==> src/rtl/tse_pkg.sv <==
`timescale 1ns / 1ps
`default_nettype none
// ----------------------------------------------------------------------------
// tse_pkg
// shared constants, command codes and the edge update type for the
// topological sort engine
// ----------------------------------------------------------------------------
package tse_pkg;

  // store depth fixed by the 4-bit vertex fields
  localparam int STORE_DEPTH      = 16;
  localparam int MAX_VERTICES_DEF = 16;

  localparam logic [4:0] VERTEX_COUNT_RESET = 5'd16;

  // command codes
  localparam logic [1:0] CMD_ADD_EDGE = 2'd0;
  localparam logic [1:0] CMD_SORT     = 2'd1;
  localparam logic [1:0] CMD_CLEAR    = 2'd2;

  // one update of the adjacency matrix, issued on an accepted item
  typedef struct packed {
    logic       add;
    logic       clear;
    logic [3:0] row;
    logic [3:0] col;
  } edge_op_t;

endpackage
`default_nettype wire

==> src/rtl/topological_sort_engine.sv <==
`timescale 1ns / 1ps
`default_nettype none
// ----------------------------------------------------------------------------
// topological_sort_engine
// Kahn topological sort over a directed graph kept as an adjacency bit matrix
// ----------------------------------------------------------------------------
// Add-edge, clear and unused command items are taken one per cycle; an edge
// with an endpoint at or above the vertex limit (MAX_VERTICES, at most 16) is
// dropped. A sort item holds cmd_stall high until its last result is taken.
// With n the effective vertex count (vertex_count clamped to 1..limit) a sort
// first counts in-degrees, one matrix row read per cycle through the single
// read port of the matrix memory, then walks the row of each dequeued vertex,
// one in-degree memory read-modify-write per successor, then emits results,
// waiting while the result side stalls. An acyclic graph gives n results in
// order with last on the final one; a cyclic graph gives one result with
// cyclic and last set and vertex_index zero. No clearing pass follows reset:
// the matrix rows carry valid flops, and clear drops them all at once. Write
// vertex_count only while the block is idle.
// ----------------------------------------------------------------------------
module topological_sort_engine #(
  parameter int MAX_VERTICES = tse_pkg::MAX_VERTICES_DEF
) (
  input  logic       clk,
  input  logic       rst,
  // command channel
  input  logic       cmd_valid,
  output logic       cmd_stall,
  input  logic [1:0] command,
  input  logic [3:0] from_vertex,
  input  logic [3:0] to_vertex,
  // result channel
  output logic       res_valid,
  input  logic       res_stall,
  output logic [3:0] vertex_index,
  output logic       last,
  output logic       cyclic,
  // configuration channel
  input  logic       cfg_valid,
  output logic       cfg_ready,
  input  logic [4:0] cfg_data
);

  // vertex limit, storage depth and widths follow from it
  localparam int VLIM = (MAX_VERTICES < tse_pkg::STORE_DEPTH) ?
                        MAX_VERTICES : tse_pkg::STORE_DEPTH;
  localparam int AW   = $clog2(VLIM);
  localparam int CW   = AW + 1;
  localparam logic [4:0] VLIM5 = 5'(VLIM);

  typedef enum logic [2:0] {
    ST_IDLE,
    ST_DEG,
    ST_POP,
    ST_ROW,
    ST_WALK,
    ST_EMIT_RD,
    ST_EMIT_LD,
    ST_EMIT_HOLD
  } state_t;

  state_t state;

  logic [4:0]    vertex_count;
  logic [4:0]    n5;
  logic [CW-1:0] n_q;
  logic [CW-1:0] nm1;

  logic          cmd_accept;
  logic          in_limit;
  tse_pkg::edge_op_t edge_op;

  // matrix read port
  logic            mrd_en;
  logic [AW-1:0]   mrd_addr;
  logic [VLIM-1:0] row_bits;

  // in-degree memory
  logic [4:0]    deg_mem [VLIM];
  logic [4:0]    deg_rdata;
  logic          deg_re;
  logic [AW-1:0] deg_raddr;
  logic          deg_we;
  logic [AW-1:0] deg_waddr;
  logic [4:0]    deg_wdata;
  logic [4:0]    deg_sum;

  // ready queue memory; its first n entries are the final order
  logic [AW-1:0] q_mem [VLIM];
  logic [AW-1:0] q_rdata;
  logic          q_re;
  logic [AW-1:0] q_raddr;
  logic          enq;
  logic [AW-1:0] enq_idx;
  logic [CW-1:0] head;
  logic [CW-1:0] tail;

  // in-degree count: issue side and returning row data
  logic          iss_active;
  logic [AW-1:0] iss_row;
  logic [AW-1:0] iss_col;
  logic          d_vld;
  logic [AW-1:0] d_col;
  logic          d_first;
  logic          d_last;
  logic          d_final;
  logic [4:0]    acc;

  // successor walk
  logic [AW-1:0] iss_j;
  logic          w_vld;
  logic [AW-1:0] w_j;
  logic          w_last;

  // emit index
  logic [AW-1:0] k;

  assign cmd_stall  = (state != ST_IDLE);
  assign cmd_accept = cmd_valid & ~cmd_stall;
  assign cfg_ready  = 1'b1;

  // effective vertex count
  always_comb begin
    if (vertex_count == 5'd0) begin
      n5 = 5'd1;
    end else if (vertex_count > VLIM5) begin
      n5 = VLIM5;
    end else begin
      n5 = vertex_count;
    end
  end

  assign nm1 = n_q - CW'(1);

  // edge updates; endpoints beyond the limit are dropped
  assign in_limit = ({1'b0, from_vertex} < VLIM5) && ({1'b0, to_vertex} < VLIM5);

  always_comb begin
    edge_op.add   = cmd_accept && (command == tse_pkg::CMD_ADD_EDGE) && in_limit;
    edge_op.clear = cmd_accept && (command == tse_pkg::CMD_CLEAR);
    edge_op.row   = from_vertex;
    edge_op.col   = to_vertex;
  end

  tse_edge_store #(
    .VLIM (VLIM)
  ) u_edge_store (
    .clk     (clk),
    .rst     (rst),
    .op      (edge_op),
    .rd_en   (mrd_en),
    .rd_addr (mrd_addr),
    .rd_row  (row_bits)
  );

  // memory port control for the sort phases
  always_comb begin
    mrd_en    = 1'b0;
    mrd_addr  = iss_row;
    deg_re    = 1'b0;
    deg_raddr = iss_j;
    deg_we    = 1'b0;
    deg_waddr = d_col;
    deg_wdata = 5'd0;
    q_re      = 1'b0;
    q_raddr   = k;
    enq       = 1'b0;
    enq_idx   = d_col;
    deg_sum   = (d_first ? 5'd0 : acc) + 5'(row_bits[d_col]);
    unique case (state)
      ST_DEG: begin
        // column sum of rows 0..n-1; written when the last row of the column returns
        mrd_en = iss_active;
        if (d_vld && d_last) begin
          deg_we    = 1'b1;
          deg_waddr = d_col;
          deg_wdata = deg_sum;
          enq       = (deg_sum == 5'd0);
          enq_idx   = d_col;
        end
      end
      ST_POP: begin
        q_re    = (head != tail);
        q_raddr = head[AW-1:0];
      end
      ST_ROW: begin
        // fetch the successor row of the dequeued vertex
        mrd_en   = 1'b1;
        mrd_addr = q_rdata;
      end
      ST_WALK: begin
        deg_re = iss_active;
        if (w_vld && row_bits[w_j] && (deg_rdata != 5'd0)) begin
          deg_we    = 1'b1;
          deg_waddr = w_j;
          deg_wdata = deg_rdata - 5'd1;
          enq       = (deg_rdata == 5'd1);
          enq_idx   = w_j;
        end
      end
      ST_EMIT_RD: begin
        q_re    = 1'b1;
        q_raddr = k;
      end
      ST_EMIT_HOLD: begin
        // prefetch the next order entry as the current result is taken
        q_re    = ~res_stall & ~last;
        q_raddr = k + AW'(1);
      end
      default: ;
    endcase
  end

  always_ff @(posedge clk) begin
    if (deg_re) begin
      deg_rdata <= deg_mem[deg_raddr];
    end
    if (deg_we) begin
      deg_mem[deg_waddr] <= deg_wdata;
    end
  end

  always_ff @(posedge clk) begin
    if (q_re) begin
      q_rdata <= q_mem[q_raddr];
    end
    if (enq) begin
      q_mem[tail[AW-1:0]] <= enq_idx;
    end
  end

  // sequencer with registered results
  always_ff @(posedge clk) begin
    if (rst) begin
      state        <= ST_IDLE;
      vertex_count <= tse_pkg::VERTEX_COUNT_RESET;
      res_valid    <= 1'b0;
      iss_active   <= 1'b0;
      d_vld        <= 1'b0;
      w_vld        <= 1'b0;
      head         <= '0;
      tail         <= '0;
    end else begin
      if (cfg_valid && cfg_ready) begin
        vertex_count <= cfg_data;
      end
      if (enq) begin
        tail <= tail + CW'(1);
      end
      unique case (state)
        ST_IDLE: begin
          if (cmd_accept && (command == tse_pkg::CMD_SORT)) begin
            n_q        <= n5[CW-1:0];
            iss_row    <= '0;
            iss_col    <= '0;
            iss_active <= 1'b1;
            d_vld      <= 1'b0;
            head       <= '0;
            tail       <= '0;
            state      <= ST_DEG;
          end
        end
        ST_DEG: begin
          if (iss_active) begin
            d_vld   <= 1'b1;
            d_col   <= iss_col;
            d_first <= (iss_row == '0);
            d_last  <= ({1'b0, iss_row} == nm1);
            d_final <= ({1'b0, iss_row} == nm1) && ({1'b0, iss_col} == nm1);
            if ({1'b0, iss_row} == nm1) begin
              iss_row <= '0;
              if ({1'b0, iss_col} == nm1) begin
                iss_active <= 1'b0;
              end else begin
                iss_col <= iss_col + AW'(1);
              end
            end else begin
              iss_row <= iss_row + AW'(1);
            end
          end else begin
            d_vld <= 1'b0;
          end
          if (d_vld) begin
            acc <= deg_sum;
            if (d_final) begin
              state <= ST_POP;
            end
          end
        end
        ST_POP: begin
          if (head == tail) begin
            if (tail != n_q) begin
              // not every vertex came free: cycle among the rest
              res_valid    <= 1'b1;
              vertex_index <= 4'd0;
              last         <= 1'b1;
              cyclic       <= 1'b1;
              state        <= ST_EMIT_HOLD;
            end else begin
              k     <= '0;
              state <= ST_EMIT_RD;
            end
          end else begin
            head  <= head + CW'(1);
            state <= ST_ROW;
          end
        end
        ST_ROW: begin
          iss_j      <= '0;
          iss_active <= 1'b1;
          w_vld      <= 1'b0;
          state      <= ST_WALK;
        end
        ST_WALK: begin
          if (iss_active) begin
            w_vld  <= 1'b1;
            w_j    <= iss_j;
            w_last <= ({1'b0, iss_j} == nm1);
            if ({1'b0, iss_j} == nm1) begin
              iss_active <= 1'b0;
            end else begin
              iss_j <= iss_j + AW'(1);
            end
          end else begin
            w_vld <= 1'b0;
          end
          if (w_vld && w_last) begin
            state <= ST_POP;
          end
        end
        ST_EMIT_RD: begin
          state <= ST_EMIT_LD;
        end
        ST_EMIT_LD: begin
          res_valid    <= 1'b1;
          vertex_index <= 4'(q_rdata);
          last         <= ({1'b0, k} == nm1);
          cyclic       <= 1'b0;
          state        <= ST_EMIT_HOLD;
        end
        ST_EMIT_HOLD: begin
          if (!res_stall) begin
            res_valid <= 1'b0;
            if (last) begin
              state <= ST_IDLE;
            end else begin
              k     <= k + AW'(1);
              state <= ST_EMIT_LD;
            end
          end
        end
        default: begin
          state <= ST_IDLE;
        end
      endcase
    end
  end

`ifndef SYNTHESIS
  // a result only ever appears while the command side is held off
  a_res_during_sort: assert property (@(posedge clk) disable iff (rst)
    res_valid |-> cmd_stall)
    else $error("result valid while commands are accepted");

  // each vertex is queued at most once, so the queue never outgrows n
  a_tail_bound: assert property (@(posedge clk) disable iff (rst)
    (state != ST_IDLE) |-> (tail <= n_q))
    else $error("ready queue grew past the vertex count");

  // dequeue never overtakes enqueue
  a_head_tail: assert property (@(posedge clk) disable iff (rst)
    (state != ST_IDLE) |-> (head <= tail))
    else $error("queue head passed the tail");

  // a cycle report is a single final result for vertex zero
  a_cyclic_form: assert property (@(posedge clk) disable iff (rst)
    (res_valid && cyclic) |-> (last && (vertex_index == 4'd0)))
    else $error("malformed cycle report");
`endif

endmodule
`default_nettype wire

==> src/rtl/tse_edge_store.sv <==
`timescale 1ns / 1ps
`default_nettype none
// ----------------------------------------------------------------------------
// tse_edge_store
// adjacency matrix in a synchronous memory with registered read, one row per source
// vertex; row valid flops give instant clear, edge adds are read-modify-write
// with forwarding so one add can be taken every cycle
// ----------------------------------------------------------------------------
module tse_edge_store #(
  parameter  int VLIM = 16,
  localparam int AW   = $clog2(VLIM)
) (
  input  logic               clk,
  input  logic               rst,
  input  tse_pkg::edge_op_t  op,
  input  logic               rd_en,
  input  logic [AW-1:0]      rd_addr,
  output logic [VLIM-1:0]    rd_row
);

  logic [VLIM-1:0] mem [VLIM];
  logic [VLIM-1:0] row_vld;

  logic [VLIM-1:0] rdata;
  logic            rvld;
  logic            ren;
  logic [AW-1:0]   raddr;

  // write stage of an add or clear
  logic            s2_add;
  logic            s2_clear;
  logic [AW-1:0]   s2_row;
  logic [AW-1:0]   s2_col;

  // op that was in the write stage in the previous cycle
  logic            p_add;
  logic            p_clear;
  logic [AW-1:0]   p_row;
  logic [VLIM-1:0] p_data;

  logic [VLIM-1:0] base;
  logic [VLIM-1:0] wr_row;

  assign ren   = op.add | rd_en;
  assign raddr = op.add ? op.row[AW-1:0] : rd_addr;

  always_ff @(posedge clk) begin
    if (ren) begin
      rdata <= mem[raddr];
      rvld  <= row_vld[raddr];
    end
  end

  always_ff @(posedge clk) begin
    if (s2_add) begin
      mem[s2_row] <= wr_row;
    end
  end

  // the read of this add missed the write of the op just ahead of it
  always_comb begin
    if (p_clear) begin
      base = '0;
    end else if (p_add && (p_row == s2_row)) begin
      base = p_data;
    end else if (rvld) begin
      base = rdata;
    end else begin
      base = '0;
    end
  end

  assign wr_row = base | (VLIM'(1) << s2_col);
  assign rd_row = rvld ? rdata : '0;

  always_ff @(posedge clk) begin
    if (rst) begin
      row_vld  <= '0;
      s2_add   <= 1'b0;
      s2_clear <= 1'b0;
      p_add    <= 1'b0;
      p_clear  <= 1'b0;
    end else begin
      s2_add   <= op.add;
      s2_clear <= op.clear;
      p_add    <= s2_add;
      p_clear  <= s2_clear;
      if (s2_clear) begin
        row_vld <= '0;
      end else if (s2_add) begin
        row_vld[s2_row] <= 1'b1;
      end
    end
  end

  always_ff @(posedge clk) begin
    s2_row <= op.row[AW-1:0];
    s2_col <= op.col[AW-1:0];
    p_row  <= s2_row;
    p_data <= wr_row;
  end

endmodule
`default_nettype wire
==> config.mk <==
export PLATFORM = sky130hd
export DESIGN_NAME = topological_sort_engine
export DESIGN_NICKNAME = d
export VERILOG_FILES = /design/src/rtl/tse_pkg.sv /design/src/rtl/topological_sort_engine.sv /design/src/rtl/tse_edge_store.sv
export SDC_FILE = /design/constraint.sdc
export NUM_CORES = 1
export LEC_CHECK = 0
export BUFFER_PORTS_ARGS = -buffer_cell sky130_fd_sc_hd__buf_2
export CAP_MARGIN = 20
export CORE_MARGIN = 4
export CORE_UTILIZATION = 50
export CTS_CLUSTER_DIAMETER = 30
export DETAILED_ROUTE_END_ITERATION = 16
export PLACE_DENSITY = 0.68
export SYNTH_ARGS = -nofsm -noshare
export SYNTH_HDL_FRONTEND = slang
export SYNTH_SLANG_ARGS = --single-unit
export TNS_END_PERCENT = 5
==> constraint.sdc <==
create_clock -name clk -period 3.8 [get_ports clk]
set_input_delay 0.76 -clock clk [delete_from_list [all_inputs] [get_ports clk]]
set_output_delay 0.76 -clock clk [all_outputs]
set_load 0.01 [all_outputs]
==> impl_metrics.env <==
export IMPL_grt_pass1_wl_um=76500
export IMPL_htree_levels=3
export IMPL_synth_largest_area_cell="edfxtp_1"
export IMPL_avgSynthCellArea_um2=14.9
export IMPL_yosysTopAreaCellShare=0.629
export IMPL_areaGrowthSynthToFinish_pct=21.8
export IMPL_rows=77
export IMPL_syn_num_nets=1541
export IMPL_fp_coreArea_um2=44300
export IMPL_period_needed_ns=3.73
export IMPL_drtPass1Iterations=5
export IMPL_diodes=0
export IMPL_ioPinCount=29
export IMPL_ys_async_sr_fraction=0
export IMPL_drc_errors=0
export IMPL_synth_ff_type="edfxtp_1"
export IMPL_numPortBuffers=27
export IMPL_clk_path_buf_depth=3
export IMPL_ctsHoldBuffers=0
export IMPL_crit_required_ns=4.15
export IMPL_via_per_inst=5.67
export IMPL_die_area_um2=48300
export IMPL_overflow=0
export IMPL_hp_class="input port to register"
export IMPL_period_share=0.980
export IMPL_tightest_slew_ns=1.04
export IMPL_outcome="finished, final reports clean"
export IMPL_start_util=0.506
export IMPL_grt_total_usage=0.208
export IMPL_worst_setup_path_end_kind="register"
export IMPL_slew_viol_final=0
export IMPL_die_x_um=220
export IMPL_arrival_ns=4.08
export IMPL_setup_viol=0
export IMPL_peakVddDrop_mv=0.557
export IMPL_ys_top_cells_by_area="edfxtp_1 (63%), mux2i_1 (7.8%), dfxtp_1 (6.2%)"
export IMPL_avgRoutedWirePerCell_um=21.3
export IMPL_setup_ws_ns=0.0743
export IMPL_max_cap_violations=0
export IMPL_finalWirelength_um=49300
export IMPL_final_common_cell="edfxtp_1"
export IMPL_mostFrequentLayoutCells="edfxtp_1 (470), mux2i_1 (174), nor2_1 (125), clkbuf_16 (100), o22ai_1 (90)"
export IMPL_critPathMaxFanout=5
export IMPL_final_net_count=1681
export IMPL_fin_util=0.616
export IMPL_hold_viol=0
export IMPL_synth_edff_count=470
export IMPL_syn_area_um2=22400
export IMPL_leakagePower_nw=10.0
export IMPL_criticalPathCategory="register to register"
export IMPL_r2r_start="d_col[0]"
export IMPL_gp_congestion=0.872
export IMPL_path_clk_slew_ns=0.05
export IMPL_insertion_delay_ns=0.64
export IMPL_grt_pass1_vias=13200
export IMPL_clkSinkCount=540
export IMPL_clock_root_buffer="clkbuf_16"
export IMPL_die_y_um=220
export IMPL_syn_inst=1504
export IMPL_grt_antenna_before_repair=1
export IMPL_ys_seq_area_frac=0.692
export IMPL_cp_start_kind="register"
export IMPL_powerDensity_nw_per_um2=570
export IMPL_clock_skew_ns=0.0296
export IMPL_hpwl_um=30800
export IMPL_drive_gt1_frac=0.221
export IMPL_grt_setup_unrepaired="yes"
export IMPL_yosysWarnings=0
export IMPL_synth_seq_cells=540
export IMPL_fmax_mhz=268
export IMPL_cts_buffers=100
export IMPL_preCtsSetupSlack_ns=-0.109
export IMPL_worstHoldStart="to_vertex[1]"
export IMPL_grt_start_max_net_pins=45
export IMPL_ant_nets=0
export IMPL_cts_tree="yes"
export IMPL_drt_initial_drc_count=1353
export IMPL_num_vias=13200
export IMPL_synth_cell_types=68
export IMPL_cp_startpoint="d_col[0]"
export IMPL_max_slew_margin=0.308
[timing repair]
action | in CTS | in global routing
endpoints found under the setup margin | 60 | 65
pin swaps | 0 | 3
gates cloned | 0 | 1
setup buffers | 1 | 2
gates resized for setup | 5 | 18
[final cells by class]
type                            instances  area, µm²
Clock buffer                          116       2610
Clock inverter                         70        811
Fill cell                            3296      17000
Inverter                               24       90.1
Multi-Input combinational cell        869       6700
Sequential cell                       540      15500
Tap cell                              592        741
Timing Repair Buffer                  109        857
[routing by layer]
metal  vias up  GRT usage  routed length, µm
met4         2     0.0703               1440
met3       112     0.0476               3060
met5         -          0                 12
met1      6589      0.285              21300
met2       387      0.332              23500
li1       6064          -                  -
[where the power goes]
part	total, mW	internal (mW)	switching (mW)
sequential	6.48	6.46	0.0283
clock	8.75	5.68	3.07
combinational	0.338	0.124	0.214
[final timing paths]
path / end / slack [ns] / cells after the start
hold reg to reg: u_edge_store.p_row[3] / 0.44 / 0
setup reg to reg: q_mem[2][0] / 0.07 / 12
setup / recovery: q_mem[2][0] / 0.07 / 12
hold / removal: u_edge_store.s2_col[1] / 0.21 / 1
[sequential cells by signal (all words and copies together), names as in the netlist, 3 cells and up]
name	flops
u_edge_store.row_vld	16
vertex_count	5
u_edge_store.s2_col	4
vertex_index	4
k	4
n_q	5
q_mem	64
iss_row	4
d_col	4
deg_raddr	4
w_j	4
deg_mem	80
u_edge_store.p_data	16
deg_rdata	5
head	5
iss_col	4
u_edge_store.rdata	16
tail	5
acc	5
u_edge_store.mem	256
u_edge_store.s2_row	4
state	3
q_rdata	4
u_edge_store.p_row	4
[Yosys cell counts (all sizes together), types with 12 or more instances]
cell	n
edfxtp	470
mux2i	174
nor2	147
o22ai	91
nand2	79
dfxtp	70
a21oi	45
clkbuf	41
mux4	32
buf	30
xor2	27
mux2	25
inv	24
xnor2	24
nor3	21
o21ai	19
nand3	18
ha	17
o21a	16
and2	13
nand2b	13
nor2b	12
[worst max-delay path, cell delays in order, from the launching register on]
cell and delay (ns):
edfxtp_1 0.48, mux4_2 0.54, mux4_2 0.46, and2_1 0.18
ha_1 0.20, ha_1 0.32, nor2_2 0.13, nand3_2 0.11
o32ai_4 0.37, buf_6 0.19, nand2_2 0.12, nor3_1 0.19
buf_4 0.17
[logic make-up after synthesis]
logic type	synth area share
fa+ha+maj	0.00948
simple gates	0.0729
xor+xnor	0.0219
compound gates	0.0628
other cells	0.000167
flops	0.692
buf+inv	0.0187
mux	0.122
[through the flow]
step / area, µm² / TNS [ns] / instances / total power [mW] / hold slack [ns]
finish: 27300 / 0 / 2320 / 15.6 / 0.214
global route: 27300 / -2.34 / 2320 / 16.1 / 0.189
CTS: 27000 / -1.36 / 2302 / 15.7 / 0.185
detailed placement: 23600 / -2.49 / 2115 / 6.92 / 0.439
global placement: 23600 / -0.575 / 2115 / 6.91 / 0.435
floorplan: 22400 / -0.634 / 1504 / 6.80 / 0.329
Power figures use the tool's default switching activity.
